$ cat src/design/rssd_pkg.sv
`timescale 1ns / 1ps
// ----------------------------------------------------------------------------
// rssd_pkg
// Shared types, constants and decode helpers for the RTC snapshot decoder.
// ----------------------------------------------------------------------------
package rssd_pkg;

    localparam int BYTE_W       = 8;
    localparam int PIVOT_W      = 14;
    localparam int YEAR_W       = 15;
    localparam int CFG_INDEX_W  = 1;
    localparam int CFG_DATA_W   = 14;
    localparam int IN_DATA_W    = 64;
    localparam int IN_USER_W    = 1;
    localparam int OUT_DATA_W   = 56;
    localparam int SNAP_W       = 56;
    localparam int QUEUE_DEPTH  = 2;
    localparam int QUEUE_PTR_W  = 1;
    localparam int QUEUE_CNT_W  = 2;

    // Register indexes on the configuration port
    localparam logic [CFG_INDEX_W-1:0] REG_CENTURY_INDEX = 1'd0;
    localparam logic [CFG_INDEX_W-1:0] REG_PIVOT_YEAR    = 1'd1;

    localparam logic [PIVOT_W-1:0] PIVOT_RESET   = 14'd2016;
    localparam logic [BYTE_W-1:0]  PIVOT_Q_RESET = 8'd20;

    // Reciprocal of 100 scaled by 2^19; exact quotient for any 14-bit value
    localparam logic [26:0] RECIP_100   = 27'd5243;
    localparam int          RECIP_SHIFT = 19;

    localparam logic [BYTE_W-1:0] LOW_NIB   = 8'h0F;
    localparam logic [BYTE_W-1:0] HOUR_TENS = 8'h70;
    localparam logic [BYTE_W-1:0] PM_FLAG   = 8'h80;
    localparam logic [BYTE_W-1:0] HOUR_MASK = 8'h7F;
    localparam int                BIN_BIT   = 2;
    localparam int                H24_BIT   = 1;

    typedef struct packed {
        logic [BYTE_W-1:0] cen;
        logic [BYTE_W-1:0] yr;
        logic [BYTE_W-1:0] mon;
        logic [BYTE_W-1:0] day;
        logic [BYTE_W-1:0] hr;
        logic [BYTE_W-1:0] min;
        logic [BYTE_W-1:0] sec;
        logic              bin_mode;
        logic              h24_mode;
        logic              has_century;
    } rssd_entry_t;

    function automatic logic [BYTE_W-1:0] bcd_to_bin(input logic [BYTE_W-1:0] v);
        logic [BYTE_W-1:0] lo;
        logic [BYTE_W-1:0] hi;
        lo = v & LOW_NIB;
        hi = (v >> 4) & LOW_NIB;
        return lo + (hi << 3) + (hi << 1);
    endfunction

    // Tens digit is bits 6..4; PM flag is kept
    function automatic logic [BYTE_W-1:0] bcd_hours(input logic [BYTE_W-1:0] v);
        logic [BYTE_W-1:0] lo;
        logic [BYTE_W-1:0] hi;
        lo = v & LOW_NIB;
        hi = (v & HOUR_TENS) >> 4;
        return (lo + (hi << 3) + (hi << 1)) | (v & PM_FLAG);
    endfunction

    // Valid for inputs below 192
    function automatic logic [4:0] mod24(input logic [BYTE_W-1:0] x);
        logic [BYTE_W-1:0] r;
        r = x;
        if (r >= 8'd96)
        begin
            r = r - 8'd96;
        end
        if (r >= 8'd48)
        begin
            r = r - 8'd48;
        end
        if (r >= 8'd24)
        begin
            r = r - 8'd24;
        end
        return r[4:0];
    endfunction

endpackage

$ cat src/design/rtc_stable_snapshot_decoder_top.sv
`timescale 1ns / 1ps
// Path: a confirmed snapshot goes through the queue into the output
//   register that drives m_tvalid; other snapshots give no result.
// Throughput: one snapshot per cycle while the queue has room and the
//   output register is not stalled by m_tready.
// Reset: stored snapshot cleared to zero, century index 0, pivot year 2016,
//   queue and output register empty.
// ----------------------------------------------------------------------------
// rtc_stable_snapshot_decoder_top
// Decodes stable RTC register snapshots into binary date and full year.
// ----------------------------------------------------------------------------
module rtc_stable_snapshot_decoder_top
(
    input  logic                                clk,
    input  logic                                rst_n,
    input  logic                                cfg_wen,
    input  logic [rssd_pkg::CFG_INDEX_W-1:0]    cfg_index,
    input  logic [rssd_pkg::CFG_DATA_W-1:0]     cfg_data,
    input  logic                                s_tvalid,
    output logic                                s_tready,
    // raw_seconds, raw_minutes, raw_hours, raw_day, raw_month, raw_year,
    // raw_century, status_b
    input  logic [rssd_pkg::IN_DATA_W-1:0]      s_tdata,
    // update_in_progress
    input  logic [rssd_pkg::IN_USER_W-1:0]      s_tuser,
    output logic                                m_tvalid,
    input  logic                                m_tready,
    // seconds, minutes, hours, day, month, full_year, zero pad
    output logic [rssd_pkg::OUT_DATA_W-1:0]     m_tdata
);

    logic [rssd_pkg::BYTE_W-1:0]    century_index_reg;
    logic [rssd_pkg::BYTE_W-1:0]    century_index_next;
    logic [rssd_pkg::PIVOT_W-1:0]   pivot_year_reg;
    logic [rssd_pkg::PIVOT_W-1:0]   pivot_year_next;
    logic [rssd_pkg::BYTE_W-1:0]    pivot_q_reg;
    logic [rssd_pkg::BYTE_W-1:0]    pivot_q_next;
    logic [26:0]                    recip_prod;

    logic                           push;
    logic                           pop;
    logic                           q_full;
    logic                           q_not_empty;
    rssd_pkg::rssd_entry_t          push_entry;
    rssd_pkg::rssd_entry_t          head_entry;

    // Quotient of pivot by 100, taken once at the write
    assign recip_prod = 27'(cfg_data) * rssd_pkg::RECIP_100;

    always_comb
    begin
        century_index_next = century_index_reg;
        pivot_year_next    = pivot_year_reg;
        pivot_q_next       = pivot_q_reg;
        if (cfg_wen)
        begin
            case (cfg_index)
                rssd_pkg::REG_CENTURY_INDEX:
                begin
                    century_index_next = cfg_data[7:0];
                end
                rssd_pkg::REG_PIVOT_YEAR:
                begin
                    pivot_year_next = cfg_data;
                    pivot_q_next    = recip_prod[26:rssd_pkg::RECIP_SHIFT];
                end
                default:
                begin
                    century_index_next = century_index_reg;
                end
            endcase
        end
    end

    always_ff @(posedge clk or negedge rst_n)
    begin
        if (!rst_n)
        begin
            century_index_reg <= '0;
            pivot_year_reg    <= rssd_pkg::PIVOT_RESET;
            pivot_q_reg       <= rssd_pkg::PIVOT_Q_RESET;
        end
        else
        begin
            century_index_reg <= century_index_next;
            pivot_year_reg    <= pivot_year_next;
            pivot_q_reg       <= pivot_q_next;
        end
    end

    rssd_front u_front
    (
        .clk           (clk),
        .rst_n         (rst_n),
        .s_tvalid      (s_tvalid),
        .s_tready      (s_tready),
        .s_tdata       (s_tdata),
        .s_tuser       (s_tuser),
        .century_index (century_index_reg),
        .q_full        (q_full),
        .push          (push),
        .push_entry    (push_entry)
    );

    rssd_queue u_queue
    (
        .clk        (clk),
        .rst_n      (rst_n),
        .push       (push),
        .push_entry (push_entry),
        .full       (q_full),
        .pop        (pop),
        .not_empty  (q_not_empty),
        .head_entry (head_entry)
    );

    rssd_back u_back
    (
        .clk         (clk),
        .rst_n       (rst_n),
        .q_not_empty (q_not_empty),
        .head_entry  (head_entry),
        .pop         (pop),
        .pivot_year  (pivot_year_reg),
        .pivot_q     (pivot_q_reg),
        .m_tvalid    (m_tvalid),
        .m_tready    (m_tready),
        .m_tdata     (m_tdata)
    );

endmodule

$ cat src/design/rssd_front.sv
`timescale 1ns / 1ps
// ----------------------------------------------------------------------------
// rssd_front
// Accepts snapshots, filters update-in-progress reads, compares with the
// stored snapshot and forwards confirmed snapshots to the queue.
// ----------------------------------------------------------------------------
module rssd_front
(
    input  logic                              clk,
    input  logic                              rst_n,
    input  logic                              s_tvalid,
    output logic                              s_tready,
    // raw_seconds, raw_minutes, raw_hours, raw_day, raw_month, raw_year,
    // raw_century, status_b
    input  logic [rssd_pkg::IN_DATA_W-1:0]    s_tdata,
    // update_in_progress
    input  logic [rssd_pkg::IN_USER_W-1:0]    s_tuser,
    input  logic [rssd_pkg::BYTE_W-1:0]       century_index,
    input  logic                              q_full,
    output logic                              push,
    output rssd_pkg::rssd_entry_t             push_entry
);

    logic [rssd_pkg::SNAP_W-1:0] last_snap_reg;
    logic [rssd_pkg::SNAP_W-1:0] last_snap_next;
    logic [rssd_pkg::SNAP_W-1:0] snap;
    logic [rssd_pkg::BYTE_W-1:0] status_b;
    logic                        has_century;
    logic                        accept;
    logic                        live;
    logic                        match;

    assign s_tready    = !q_full;
    assign accept      = s_tvalid && s_tready;
    assign live        = accept && !s_tuser[0];
    assign has_century = century_index != '0;
    assign status_b    = s_tdata[63:56];

    // Without a century register the stored byte is kept and always matches
    assign snap  = {has_century ? s_tdata[55:48] : last_snap_reg[55:48], s_tdata[47:0]};
    assign match = snap == last_snap_reg;
    assign push  = live && match;

    always_comb
    begin
        last_snap_next = last_snap_reg;
        if (live && !match)
        begin
            last_snap_next = snap;
        end
    end

    always_comb
    begin
        push_entry.sec         = snap[7:0];
        push_entry.min         = snap[15:8];
        push_entry.hr          = snap[23:16];
        push_entry.day         = snap[31:24];
        push_entry.mon         = snap[39:32];
        push_entry.yr          = snap[47:40];
        push_entry.cen         = snap[55:48];
        push_entry.bin_mode    = status_b[rssd_pkg::BIN_BIT];
        push_entry.h24_mode    = status_b[rssd_pkg::H24_BIT];
        push_entry.has_century = has_century;
    end

    always_ff @(posedge clk or negedge rst_n)
    begin
        if (!rst_n)
        begin
            last_snap_reg <= '0;
        end
        else
        begin
            last_snap_reg <= last_snap_next;
        end
    end

`ifndef NO_ASSERTIONS
    a_push_only_on_match : assert property (@(posedge clk) disable iff (!rst_n)
        push |-> (accept && !s_tuser[0] && snap == last_snap_reg))
        else $error("push without a confirmed snapshot");

    a_store_on_mismatch : assert property (@(posedge clk) disable iff (!rst_n)
        (live && !match) |=> (last_snap_reg == $past(snap)))
        else $error("mismatching snapshot not stored");

    a_hold_when_ignored : assert property (@(posedge clk) disable iff (!rst_n)
        (!live) |=> $stable(last_snap_reg))
        else $error("stored snapshot changed without a live request");
`endif

endmodule

$ cat src/design/rssd_queue.sv
`timescale 1ns / 1ps
// ----------------------------------------------------------------------------
// rssd_queue
// Two-entry queue between the front and back halves.
// ----------------------------------------------------------------------------
module rssd_queue
(
    input  logic                  clk,
    input  logic                  rst_n,
    input  logic                  push,
    input  rssd_pkg::rssd_entry_t push_entry,
    output logic                  full,
    input  logic                  pop,
    output logic                  not_empty,
    output rssd_pkg::rssd_entry_t head_entry
);

    rssd_pkg::rssd_entry_t                mem [rssd_pkg::QUEUE_DEPTH];
    logic [rssd_pkg::QUEUE_PTR_W-1:0]     wr_ptr_reg;
    logic [rssd_pkg::QUEUE_PTR_W-1:0]     wr_ptr_next;
    logic [rssd_pkg::QUEUE_PTR_W-1:0]     rd_ptr_reg;
    logic [rssd_pkg::QUEUE_PTR_W-1:0]     rd_ptr_next;
    logic [rssd_pkg::QUEUE_CNT_W-1:0]     count_reg;
    logic [rssd_pkg::QUEUE_CNT_W-1:0]     count_next;

    assign full       = count_reg == rssd_pkg::QUEUE_CNT_W'(rssd_pkg::QUEUE_DEPTH);
    assign not_empty  = count_reg != '0;
    assign head_entry = mem[rd_ptr_reg];

    always_comb
    begin
        wr_ptr_next = wr_ptr_reg;
        rd_ptr_next = rd_ptr_reg;
        count_next  = count_reg;
        if (push)
        begin
            wr_ptr_next = wr_ptr_reg + 1'b1;
        end
        if (pop)
        begin
            rd_ptr_next = rd_ptr_reg + 1'b1;
        end
        if (push && !pop)
        begin
            count_next = count_reg + 1'b1;
        end
        else if (pop && !push)
        begin
            count_next = count_reg - 1'b1;
        end
    end

    always_ff @(posedge clk)
    begin
        if (push)
        begin
            mem[wr_ptr_reg] <= push_entry;
        end
    end

    always_ff @(posedge clk or negedge rst_n)
    begin
        if (!rst_n)
        begin
            wr_ptr_reg <= '0;
            rd_ptr_reg <= '0;
            count_reg  <= '0;
        end
        else
        begin
            wr_ptr_reg <= wr_ptr_next;
            rd_ptr_reg <= rd_ptr_next;
            count_reg  <= count_next;
        end
    end

`ifndef NO_ASSERTIONS
    a_no_overflow : assert property (@(posedge clk) disable iff (!rst_n)
        push |-> !full)
        else $error("push into full queue");

    a_no_underflow : assert property (@(posedge clk) disable iff (!rst_n)
        pop |-> not_empty)
        else $error("pop from empty queue");

    a_count_bound : assert property (@(posedge clk) disable iff (!rst_n)
        count_reg <= rssd_pkg::QUEUE_CNT_W'(rssd_pkg::QUEUE_DEPTH))
        else $error("queue count out of range");
`endif

endmodule

$ cat src/design/rssd_back.sv
`timescale 1ns / 1ps
// ----------------------------------------------------------------------------
// rssd_back
// Decodes a confirmed snapshot into binary date fields and a full year and
// holds the result in the output register.
// ----------------------------------------------------------------------------
module rssd_back
(
    input  logic                              clk,
    input  logic                              rst_n,
    input  logic                              q_not_empty,
    input  rssd_pkg::rssd_entry_t             head_entry,
    output logic                              pop,
    input  logic [rssd_pkg::PIVOT_W-1:0]      pivot_year,
    input  logic [rssd_pkg::BYTE_W-1:0]       pivot_q,
    output logic                              m_tvalid,
    input  logic                              m_tready,
    // seconds, minutes, hours, day, month, full_year, zero pad
    output logic [rssd_pkg::OUT_DATA_W-1:0]   m_tdata
);

    logic                              valid_reg;
    logic                              valid_next;
    logic [rssd_pkg::OUT_DATA_W-1:0]   data_reg;
    logic [rssd_pkg::BYTE_W-1:0]       sec;
    logic [rssd_pkg::BYTE_W-1:0]       min;
    logic [rssd_pkg::BYTE_W-1:0]       hr_dec;
    logic [rssd_pkg::BYTE_W-1:0]       hr;
    logic [rssd_pkg::BYTE_W-1:0]       day;
    logic [rssd_pkg::BYTE_W-1:0]       mon;
    logic [rssd_pkg::BYTE_W-1:0]       yr;
    logic [rssd_pkg::BYTE_W-1:0]       cen;
    logic [rssd_pkg::BYTE_W-1:0]       mult_in;
    logic [rssd_pkg::YEAR_W-1:0]       base;
    logic [rssd_pkg::YEAR_W-1:0]       sum;
    logic [rssd_pkg::YEAR_W-1:0]       full_year;
    logic                              pm_wrap;

    assign pop = q_not_empty && (!valid_reg || m_tready);

    always_comb
    begin
        if (head_entry.bin_mode)
        begin
            sec    = head_entry.sec;
            min    = head_entry.min;
            hr_dec = head_entry.hr;
            day    = head_entry.day;
            mon    = head_entry.mon;
            yr     = head_entry.yr;
            cen    = head_entry.cen;
        end
        else
        begin
            sec    = rssd_pkg::bcd_to_bin(head_entry.sec);
            min    = rssd_pkg::bcd_to_bin(head_entry.min);
            hr_dec = rssd_pkg::bcd_hours(head_entry.hr);
            day    = rssd_pkg::bcd_to_bin(head_entry.day);
            mon    = rssd_pkg::bcd_to_bin(head_entry.mon);
            yr     = rssd_pkg::bcd_to_bin(head_entry.yr);
            cen    = rssd_pkg::bcd_to_bin(head_entry.cen);
        end
    end

    // Map 12-hour PM to 24-hour form
    assign pm_wrap = !head_entry.h24_mode && hr_dec[7];

    always_comb
    begin
        if (pm_wrap)
        begin
            hr = {3'b000, rssd_pkg::mod24((hr_dec & rssd_pkg::HOUR_MASK) + 8'd12)};
        end
        else
        begin
            hr = hr_dec;
        end
    end

    // Century, or the pivot's quotient by 100, times 100 as shifts and adds
    assign mult_in = head_entry.has_century ? cen : pivot_q;
    assign base    = (rssd_pkg::YEAR_W'(mult_in) << 6) + (rssd_pkg::YEAR_W'(mult_in) << 5)
                   + (rssd_pkg::YEAR_W'(mult_in) << 2);
    assign sum     = base + rssd_pkg::YEAR_W'(yr);

    always_comb
    begin
        full_year = sum;
        if (!head_entry.has_century && sum < rssd_pkg::YEAR_W'(pivot_year))
        begin
            full_year = sum + 15'd100;
        end
    end

    always_comb
    begin
        valid_next = valid_reg;
        if (pop)
        begin
            valid_next = 1'b1;
        end
        else if (m_tready)
        begin
            valid_next = 1'b0;
        end
    end

    always_ff @(posedge clk)
    begin
        if (pop)
        begin
            data_reg <= {1'b0, full_year, mon, day, hr, min, sec};
        end
    end

    always_ff @(posedge clk or negedge rst_n)
    begin
        if (!rst_n)
        begin
            valid_reg <= 1'b0;
        end
        else
        begin
            valid_reg <= valid_next;
        end
    end

    assign m_tvalid = valid_reg;
    assign m_tdata  = data_reg;

`ifndef NO_ASSERTIONS
    a_pm_hours_range : assert property (@(posedge clk) disable iff (!rst_n)
        (pop && pm_wrap) |=> (data_reg[23:16] < 8'd24))
        else $error("converted PM hour out of range");

    a_pivot_floor : assert property (@(posedge clk) disable iff (!rst_n)
        (pop && !head_entry.has_century) |=>
            (data_reg[54:40] >= rssd_pkg::YEAR_W'(pivot_year)))
        else $error("pivot year not honoured");

    a_pop_needs_room : assert property (@(posedge clk) disable iff (!rst_n)
        (valid_reg && !m_tready) |-> !pop)
        else $error("output register overwritten while stalled");
`endif

endmodule

$ cat config.mk
export PLATFORM = sky130hd
export DESIGN_NAME = rtc_stable_snapshot_decoder_top
export DESIGN_NICKNAME = d
export VERILOG_FILES = /design/src/design/rssd_pkg.sv /design/src/design/rtc_stable_snapshot_decoder_top.sv /design/src/design/rssd_front.sv /design/src/design/rssd_queue.sv /design/src/design/rssd_back.sv
export SDC_FILE = /design/constraint.sdc
export NUM_CORES = 1
export LEC_CHECK = 0
export ABC_CLOCK_PERIOD_IN_PS = 9300
export BUFFER_PORTS_ARGS = -buffer_cell sky130_fd_sc_hd__buf_4
export CAP_MARGIN = 20
export CORE_UTILIZATION = 55
export CTS_CLUSTER_SIZE = 8
export DETAILED_ROUTE_END_ITERATION = 8
export GPL_TIMING_DRIVEN = 0
export PLACE_DENSITY = 0.81
export SYNTH_ARGS = -nofsm -noshare
export SYNTH_HDL_FRONTEND = slang
export SYNTH_SLANG_ARGS = --single-unit
$ cat constraint.sdc
create_clock -name clk -period 9.3 [get_ports clk]
set_input_delay 1.86 -clock clk [delete_from_list [all_inputs] [get_ports clk]]
set_output_delay 1.86 -clock clk [all_outputs]
set_load 0.01 [all_outputs]
Word level (Yosys, flattened, before mapping)

Memory sizes are Yosys's and may differ from the RTL's.
Index checks and enable logic that the tools add are counted.

Input port bits: 85
Bits in writable memories: 118
Memories kept: 1
Word-level logic and storage cells: 92
Bits in registers: 146

Memories:

| memory      | depth | bits a word | read ports | clocked after memory_dff | wr ports | RTL line         | text |
|---|---|---|---|---|---|---|---|
| u_queue.mem | 2     | 59          | 1          | 0                        | 1        | rssd_queue.sv:18 | `rssd_pkg::rssd_entry_t mem [rssd_pkg::QUEUE_DEPTH];` |

Reduce and logical (&&, ||, !) cells: 24
Magnitude comparators: 4
Multipliers: 1
$add $sub $neg: 26
Mux-type cells: 22
Bitwise gates (word level): 2
Equal/unequal tests: 2

Operators by type and width:

| cell                                                 | number |
|---|---|
| 2-to-1 mux 8 bit                                     | 13 |
| equality test 56 bit                                 | 1 |
| adder 4 x 7 -> 8 bit                                 | 6 |
| adder 8 x 5 -> 8 bit                                 | 6 |
| multiplier 14 x 13 -> 27 bit (second input constant) | 1 |
| adder 14 x 13 -> 15 bit                              | 1 |
| adder 15 x 10 -> 15 bit                              | 1 |
| adder 15 x 7 -> 15 bit (second input constant)       | 1 |
| adder 15 x 8 -> 15 bit                               | 1 |
| less-than comparator 15 x 14 -> 1 bit                | 1 |
| 2-to-1 mux 15 bit                                    | 1 |
| 2-to-1 mux 5 bit                                     | 2 |
| logical AND 1 bit                                    | 9 |
| adder 7 x 4 -> 8 bit (second input constant)         | 1 |
| adder 8 x 4 -> 8 bit                                 | 1 |
| >= comparator 8 x 5 -> 1 bit (second input constant) | 1 |
| >= comparator 8 x 6 -> 1 bit (second input constant) | 1 |
| >= comparator 8 x 7 -> 1 bit (second input constant) | 1 |
| logical NOT 1 bit                                    | 8 |
| bitwise OR 8 bit                                     | 1 |
| nonzero test 8 bit                                   | 1 |
| subtractor 8 x 6 -> 8 bit (second input constant)    | 1 |
| subtractor 8 x 7 -> 8 bit (second input constant)    | 1 |
| adder 4 x 6 -> 7 bit                                 | 1 |
| other kinds (11)                                     | 19 |

Logic depth before layout (Yosys ltp)

Gate-level depths: netlist of run 1.
An unclocked memory read counts as a cell.

Depth in word-level cells: 15
Gate-level depth with buffers: 34

By module

A second synthesis of run 1 with hierarchy kept.

Cell total of the unflattened synthesis: 1,456
Area, all modules: 18,263.8 µm²

By module, submodules not included:

| module                          | area each (µm²) | cells each | instances |
|---|---|---|---|
| rssd_back                       | 5,556.6         | 533        | 1 |
| rssd_queue                      | 4,749.6         | 200        | 1 |
| rtc_stable_snapshot_decoder_top | 4,509.3         | 464        | 1 |
| rssd_front                      | 3,448.3         | 259        | 1 |

Worst setup path before layout of run 1

Ideal clock, no wire load.

Path type: register -> register
From: register u_queue.rd_ptr_reg
To: register u_back.data_reg (netlist bit u_back.m_tdata[43]) (data pin)
Data arrival time: 7,641 ps
Setup slack: 1,399 ps
Cell stages (with the launch flop): 33
Setup time: 260 ps
Cells stage by stage: dfrtp_1 buf_4 buf_1 clkbuf_1 buf_1 mux2i_1 fa_1 inv_1 ha_1 a21o_1 a21oi_1 xor2_1 o21ai_0 fa_1 ha_1 ha_1 a21o_1 a21oi_1 o21bai_1 a21oi_1 o21bai_1 a21oi_1 xnor2_1 ha_1 nand3_1 nor2_1 a21oi_1 nand2_1 a31o_2 maj3_1 a21oi_1 clkbuf_1 mux2_2

Word-level cells in the longest chain between the ends: 11
Elaborated cells on any way between the ends: 16
Classes of those cells: 8 x add/sub; 1 x order compare; 4 x mux; 2 x reduce/logical; 1 x memory

Ends and longest elaborated chain:

| item                                  | RTL line         | text |
|---|---|---|
| start, declared                       | rssd_queue.sv:21 | `logic [rssd_pkg::QUEUE_PTR_W-1:0] rd_ptr_reg;` |
| start signal, assigned                | rssd_queue.sv:72 | `rd_ptr_reg <= rd_ptr_next;` |
| memory read (2 x 59 bit) (*)          | --               |  |
| adder 4 x 7 -> 8 bit                  | rssd_pkg.sv:57   | `return lo + (hi << 3) + (hi << 1);` |
| adder 8 x 5 -> 8 bit                  | rssd_pkg.sv:57   |  |
| 2-to-1 mux 8 bit                      | rssd_back.sv:43  | `if (head_entry.bin_mode)` |
| 2-to-1 mux 8 bit                      | rssd_back.sv:81  | `assign mult_in = head_entry.has_century ? cen : pivot_q;` |
| adder 14 x 13 -> 15 bit               | rssd_back.sv:82  | `assign base = (rssd_pkg::YEAR_W'(mult_in) << 6) + (rssd_pkg::YEAR_W'(mult_in) << 5)` |
| adder 15 x 10 -> 15 bit               | rssd_back.sv:83  | `+ (rssd_pkg::YEAR_W'(mult_in) << 2);` |
| adder 15 x 8 -> 15 bit                | rssd_back.sv:84  | `assign sum = base + rssd_pkg::YEAR_W'(yr);` |
| less-than comparator 15 x 14 -> 1 bit | rssd_back.sv:89  | `if (!head_entry.has_century && sum < rssd_pkg::YEAR_W'(pivot_year))` |
| logical AND 1 bit                     | rssd_back.sv:89  |  |
| 2-to-1 mux 15 bit (*)                 | rssd_back.sv:89  |  |
| via u_back.full_year, one bit         | rssd_back.sv:36  | `logic [rssd_pkg::YEAR_W-1:0] full_year;` |
| end signal, assigned                  | rssd_back.sv:112 | `data_reg <= {1'b0, full_year, mon, day, hr, min, sec};` |
| end, declared                         | rssd_back.sv:24  | `logic [rssd_pkg::OUT_DATA_W-1:0] data_reg;` |

Mark *: on every way through the listed nets, which the timed path passes. The rest lies on a longest branch.
A chain may end at the register's enable or synchronous reset.

Worst setup path after layout of run 1

Same ends and word-level chain as after synthesis.

==> results of run 1 <==
[timing repair]
item,CTS,global route
pin swaps,0,0
hold buffers,0,0
endpoints found under the setup margin,10,10
gates resized for setup,3,0
cloned,0,0
[through the flow]
stage	area [µm²]	setup slack [ns]	hold WS (ns)
global placement	18600	-0.940	0.463
floorplan	17100	1.40	0.444
CTS	19900	0.0720	0.484
detailed placement	18700	-0.303	0.473
global route	19900	0.0656	0.502
finish	19900	0.668	0.482
[cells in the final DEF (no fill, tap or decap), drive strengths merged, types with 5 or more instances in the layout]
| master | instances |
|---|---|
| nand2 | 63 |
| nand3 | 12 |
| clkbuf | 92 |
| mux2i | 14 |
| fa | 82 |
| inv | 173 |
| a211oi | 8 |
| edfxtp | 173 |
| nor2b | 11 |
| a31o | 5 |
| dfstp | 8 |
| mux2 | 116 |
| a21oi | 46 |
| nor4 | 18 |
| ha | 186 |
| nor3 | 10 |
| nand2b | 5 |
| xor2 | 54 |
| a21o | 28 |
| and2 | 7 |
| o21ai | 52 |
| xnor2 | 68 |
| buf | 149 |
| nand4 | 14 |
| dfrtp | 83 |
| nor2 | 78 |
| and3 | 8 |
[cell families after synthesis]
group | synth area share [%]
other cells | 0.0219
fa+ha+maj | 23.3
xor+xnor | 6.28
flops | 43.7
buf+inv | 4.55
compound gates | 6.95
simple gates | 6.60
mux | 8.55
[cell type report]
| class | instances | area [µm²] | share of cell area [%] |
|---|---|---|---|
| Buffer | 32 | 143 | 0.718 |
| Timing Repair Buffer | 142 | 1120 | 5.62 |
| Sequential cell | 264 | 7480 | 37.7 |
| Tap cell | 396 | 495 | 2.49 |
| Multi-Input combinational cell | 946 | 8870 | 44.7 |
| Antenna cell | 1 | 2.50 | 0.0126 |
| Clock inverter | 2 | 28.8 | 0.145 |
| Inverter | 171 | 642 | 3.23 |
| Clock buffer | 68 | 1080 | 5.46 |
[power by group through the flow]
stage               clock, mW  combinational [mW]  sequential [mW]
floorplan                   0                1.00             1.39
global placement            0                1.30             1.40
detailed placement          0                1.34             1.40
CTS                      1.29                1.36             1.38
global route             1.34                1.55             1.39
finish                   1.28                1.35             1.39
[worst max-delay path by stage]
stage | start | end | slack (ns)
after floorplan | u_queue.rd_ptr_reg | u_back.m_tdata[43] | 1.40
after global placement | s_tdata[29] | u_queue.mem[0][37] | -0.94
after detailed placement | u_queue.rd_ptr_reg | u_back.m_tdata[43] | -0.30
after CTS | u_queue.rd_ptr_reg | u_back.m_tdata[43] | 0.07
after global routing | u_queue.rd_ptr_reg | u_back.m_tdata[53] | 0.07
final | u_queue.rd_ptr_reg | u_back.m_tdata[43] | 0.67
[routing by layer]
layer  vias up  GRT usage [%]
li1       5319              -
met1      5608           31.5
met2       359           42.2
met3        85           4.20
met4         0           9.39
met5         -              0
[worst register-to-register path, delay by kind of cell, from the launching register on]
kind	cells	cell delay, ns
fa+ha+maj	7	2.93
compound gates	10	1.93
buf+inv	4	1.47
mux	2	0.84
xor+xnor	3	0.60
flops	1	0.41
simple gates	3	0.20
==> reports/results.ini, run 1 <==
[run_status]
status=finished clean

[grt]
grt_first_pass_wirelength_um=60600
grt_start_max_net_pins=60
grt_pass1_vias=11800
track_usage_pct=24.8
antenna_found_initial=1
grt_overflow=0

[worst_setup_path]
r2r-end=u_back.m_tdata[43]
cp.required_ns=9.56
slowest_delay_ns=0.66
worstPathArrival_ns=8.89
worst-path-stages=29
path_class=reg -> reg
path_max_fanout=19
critPathBufInv=4
r2r_cells=29
slowest_stage=clkbuf_1
cp-start-kind=register
crit_path_frequent_cell=a21oi_1
r2r_setup_slack_ns=0.67
timing.rr.start=u_queue.rd_ptr_reg
crit_family=adder cells
endpoint_kind=register

[logic_synthesis]
avgSynthCellArea_um2=12.1
synth_area_leaders=edfxtp_1 (30%), ha_1 (14%), dfrtp_1 (12%), fa_1 (9.6%), mux2_2 (7.4%)
netlist_area_um2=17100
synth_edf_count=173
synth_most_common_cell=ha_1
async_flop_share_pct=34.5
synth-main-ff-cell=edfxtp_1
synth_top_cells_by_count=ha_1 (186), edfxtp_1 (173), inv_1 (170)
syn_inst=1414
synth_top_area_share_pct=30.3
yosysWarnings=0
synth_top_cell_by_area=edfxtp_1
ys_seq_area_share_pct=43.7
synthesis.nets=1767
synth.distinct_cells=68
ys_ff_latch=264

[power_and_ir_drop]
power_mw=4.02
p_comb_share_pct=33.6
switchingPower_mw=1.28
power_density_nw_per_um2=202
switching_share_pct=31.8
p_leak_nw=8.74
pwr-share-clk_pct=31.9
max-vdd-ir-drop_v=0.000286
intPower_mw=2.74
seqPwrFrac_pct=34.5

[timing]
worst_pin_slew_ns=0.981
relSlewSlack_pct=34.2
setup_viol=0
fin_tns_setup_ns=0
fin_crit_sh_pct=92.8
finalHoldViolCount=0
rsz0062_at_grt=no
fin_crit_ns=8.63
drv_slew=0
finalClockSkew_ns=0.0167
max_freq_mhz=116

[clock_tree]
cts_buffers=38
path_clk_slew_ns=0.05
root_buffer=clkbuf_16
cts.htree.levels=2
cts_tree=yes
cts.sinks=264
clock_latency_ns=0.52
clock_path_buffers=3
post_cts_buffers=0

[route]
drc=0
routed_wl_um=38300
firstDrtPassIters=5
wl_met3_um=2160
top_layer_used=met4
post_drt_wl_per_cell_um=18.9
wl_met1_um=16100
via_per_inst=5.62
antenna_left=0
drt_iter0_drc=626
vias=11400
wl_met2_um=18800

[placed_design]
dpl.hpwl_um=28500
gp_congestion=0.846
dp.cells=1952
io_buffer_count=135

[cells_and_area]
synthToLayoutAreaGrowth_pct=16.0
drive_above_1_share_pct=20.4
fillers=2221
final_util_pct=65.0
fin_nets=1948
final_cells=2022
largest_register_ffs=118

[run]
maxCapViolCount=0

[floorplan]
die_h_um=178
rows=64
chipWidth_um=178
io_pins=143
initial_core_util_pct=56.0
core-area_um2=30600
dieArea_um2=31800

[worst_hold_path]
min_to=pivot_q_reg[3]
holdPathStages=2
hold_start=pivot_q_reg[3]
hold_class=reg -> reg

No activity file was read; power rests on OpenSTA's default activity.
==> run 2, diff against run 1 <==
--- a/config.mk
+++ b/config.mk
@@ -11,8 +11,8 @@
 export CORE_UTILIZATION = 55
 export CTS_CLUSTER_SIZE = 8
 export DETAILED_ROUTE_END_ITERATION = 8
-export GPL_TIMING_DRIVEN = 0
 export PLACE_DENSITY = 0.81
 export SYNTH_ARGS = -nofsm -noshare
 export SYNTH_HDL_FRONTEND = slang
+export SYNTH_HIERARCHICAL = 1
 export SYNTH_SLANG_ARGS = --single-unit
==> run 2 against run 1 <==
Compared with the run above: fmax up 18%; synthesized area up 6.6%; clock skew increased by 0.0058 ns; cell area grew 2.3%; sequential share of layout area shrank 0.83 points; sequential cell count did not move; highest routed layer unchanged; register-to-register slack gained 1.3 ns; clock power about the same.
==> reports/results.ini, run 2 <==
[grt]
grt_overflow=0
grt_pass1_vias=11700
track_usage_pct=22.4
antenna_found_initial=1
grt_start_max_net_pins=77
grt_first_pass_wirelength_um=59100

[logic_synthesis]
synth-xor-area-share_pct=4.98
ys_ff_latch=264
ys_seq_area_share_pct=41.0
synth.distinct_cells=83
synth_area_leaders=edfxtp_1 (28%), ha_1 (13%), dfrtp_1 (11%), fa_1 (9.3%), mux2_4 (8.2%)
syn_inst=1456
synth-main-ff-cell=edfxtp_1
synth_top_family_by_area=adder cells
synth_most_common_cell=ha_1
synth_fa_ha_area_share_pct=22.1
async_flop_share_pct=34.5
yosysWarnings=6
synth_top_cell_by_area=edfxtp_1
synth-simple-area-share_pct=6.20
avgSynthCellArea_um2=12.5
muxShareOfSynthArea_pct=11.1
synth_compound_area_share_pct=7.19
synth_top_area_share_pct=28.4
synthesis.nets=1812
synth_edf_count=173
synth_top_cells_by_count=ha_1 (186), edfxtp_1 (173), inv_1 (167)
netlist_area_um2=18300

[timing]
max_freq_mhz=136
finalClockSkew_ns=0.0225
fin_crit_sh_pct=79.0
fin_tns_setup_ns=0
relSlewSlack_pct=33.5
setup_viol=0
fin_crit_ns=7.34
worst_pin_slew_ns=0.998
finalHoldViolCount=0
rsz0062_at_grt=no
drv_slew=0

[clock_tree]
cts_hold_buffers=0
cts.sinks=264
cts_tree=yes
post_cts_buffers=0
cts.htree.levels=2
cts-resized-gates=0
clock_latency_ns=0.53
path_clk_slew_ns=0.05
root_buffer=clkbuf_16
cts_buffers=39
clock_path_buffers=3

[power_and_ir_drop]
seqPwrFrac_pct=32.6
max-vdd-ir-drop_v=0.000129
intPower_mw=2.81
p_leak_nw=9.00
power_density_nw_per_um2=210
p_comb_share_pct=37.3
switchingPower_mw=1.46
switching_share_pct=34.2
pwr-share-clk_pct=30.1

[route]
routed_wl_um=36800
firstDrtPassIters=5
vias=11000
post_drt_wl_per_cell_um=18.1
via_per_inst=5.45
drt_iter0_drc=587
drc=0
antenna_left=0

[floorplan]
chipWidth_um=184
rows=66
initial_core_util_pct=56.0
dieArea_um2=33900
io_pins=143
die_h_um=184
core-area_um2=32600

[worst_setup_path]
crit_family=adder cells
slowest_delay_ns=0.81
cp-start-kind=register
worstPathArrival_ns=7.58
critPathBufInv=3
path_max_fanout=31
path_class=reg -> reg
endpoint_kind=register
cp.required_ns=9.54
slowest_stage=dfrtp_4

[cells_and_area]
final_cell_mix=ha_1 (186), edfxtp_1 (173), inv_1 (167), buf_4 (141), mux2_4 (100)
final_cells=2028
fin_nets=1910
synthToLayoutAreaGrowth_pct=11.3
final_util_pct=62.3
drive_above_1_share_pct=22.9
layout_commonest_cell=ha_1
largest_register_ffs=118

[placed_design]
io_buffer_count=135
gp_congestion=0.891
dp.cells=1954
dpl.hpwl_um=27100

[worst_hold_path]
hold_class=reg -> reg

[run_status]
status=finished clean

[run]
maxCapViolCount=0

run 2: layout make-up:
cell class,instances,area (µm²)
inverter,168,631
tap,442,553
multi-input combinational,939,9450
antenna,2,5.00
clock inverter,3,41.3
timing repair buffer,142,1070
sequential,264,7490
clock buffer,68,1080
fill,2409,12300
run 2: worst register-to-register path, cell delays in order, from the launching register on:
cell      delay [ns]
dfrtp_4         0.81
mux2_4          0.28
inv_1           0.05
fa_1            0.53
inv_1           0.07
fa_1            0.46
a21o_1          0.21
a21oi_1         0.17
xor2_1          0.15
nor2_1          0.06
a21oi_1         0.21
a21o_1          0.16
inv_1           0.09
fa_1            0.48
ha_1            0.31
ha_1            0.32
a21boi_2        0.20
o21ai_2         0.07
nor2b_1         0.14
xnor2_1         0.38
ha_1            0.33
and4_1          0.18
a311oi_1        0.26
maj3_1          0.27
o211ai_4        0.15
or4_1           0.58
xor2_1          0.15
run 2: per-stage QoR:
| step | total power [mW] | instance area, µm² | worst slack [ns] | hold slack [ns] |
|---|---|---|---|---|
| global route | 4.59 | 20300 | 1.51 | 0.478 |
| global placement | 2.92 | 19200 | 2.05 | 0.449 |
| CTS | 4.30 | 20300 | 1.89 | 0.460 |
| floorplan | 2.63 | 18300 | 2.63 | 0.439 |
| detailed placement | 2.99 | 19200 | 1.92 | 0.452 |
| finish | 4.28 | 20300 | 1.96 | 0.454 |
run 2: per-layer routing:
layer	track usage (%)	vias up	part of all wire, %	wire [µm]
li1	-	5249	-	-
met3	4.05	79	5.4	2000
met4	7.57	0	2.7	988
met5	0	-	0	0
met1	28.7	5425	43	15600
met2	38.1	295	49	18100
run 2: power groups by stage:
stage	logic, mW	clock network [mW]	registers (mW)
6_report	1.60	1.29	1.40
5_1_grt	1.82	1.36	1.40
4_1_cts	1.60	1.31	1.40
3_5_place_dp	1.57	0	1.42
3_3_place_gp	1.52	0	1.41
2_1_floorplan	1.23	0	1.40
run 2: final timing paths:
path / from / end / slack (ns) / cells after the start
max: u_queue/rd_ptr_reg / u_back/m_tdata[52] / 1.96 / 26
min: pivot_year_reg[10] / pivot_year_reg[10] / 0.45 / 2
max reg2reg: u_queue/rd_ptr_reg / u_back/m_tdata[52] / 1.96 / 26
min reg2reg: pivot_year_reg[10] / pivot_year_reg[10] / 0.45 / 2
max in group asynchronous: rst_n / u_queue/rd_ptr_reg / 6.81 / 2
min in group asynchronous: rst_n / u_front/last_snap_reg[16] / 1.22 / 1
run 2: kinds of logic after synthesis:
kind of cell | count (synthesis)
AOI/OAI and AO/OA | 197
xor gates and xnor gates | 103
adders and majority gates | 272
buffers and inverters | 253
DFF | 264
muxes | 148
other | 1
and+or+nand+nor | 218
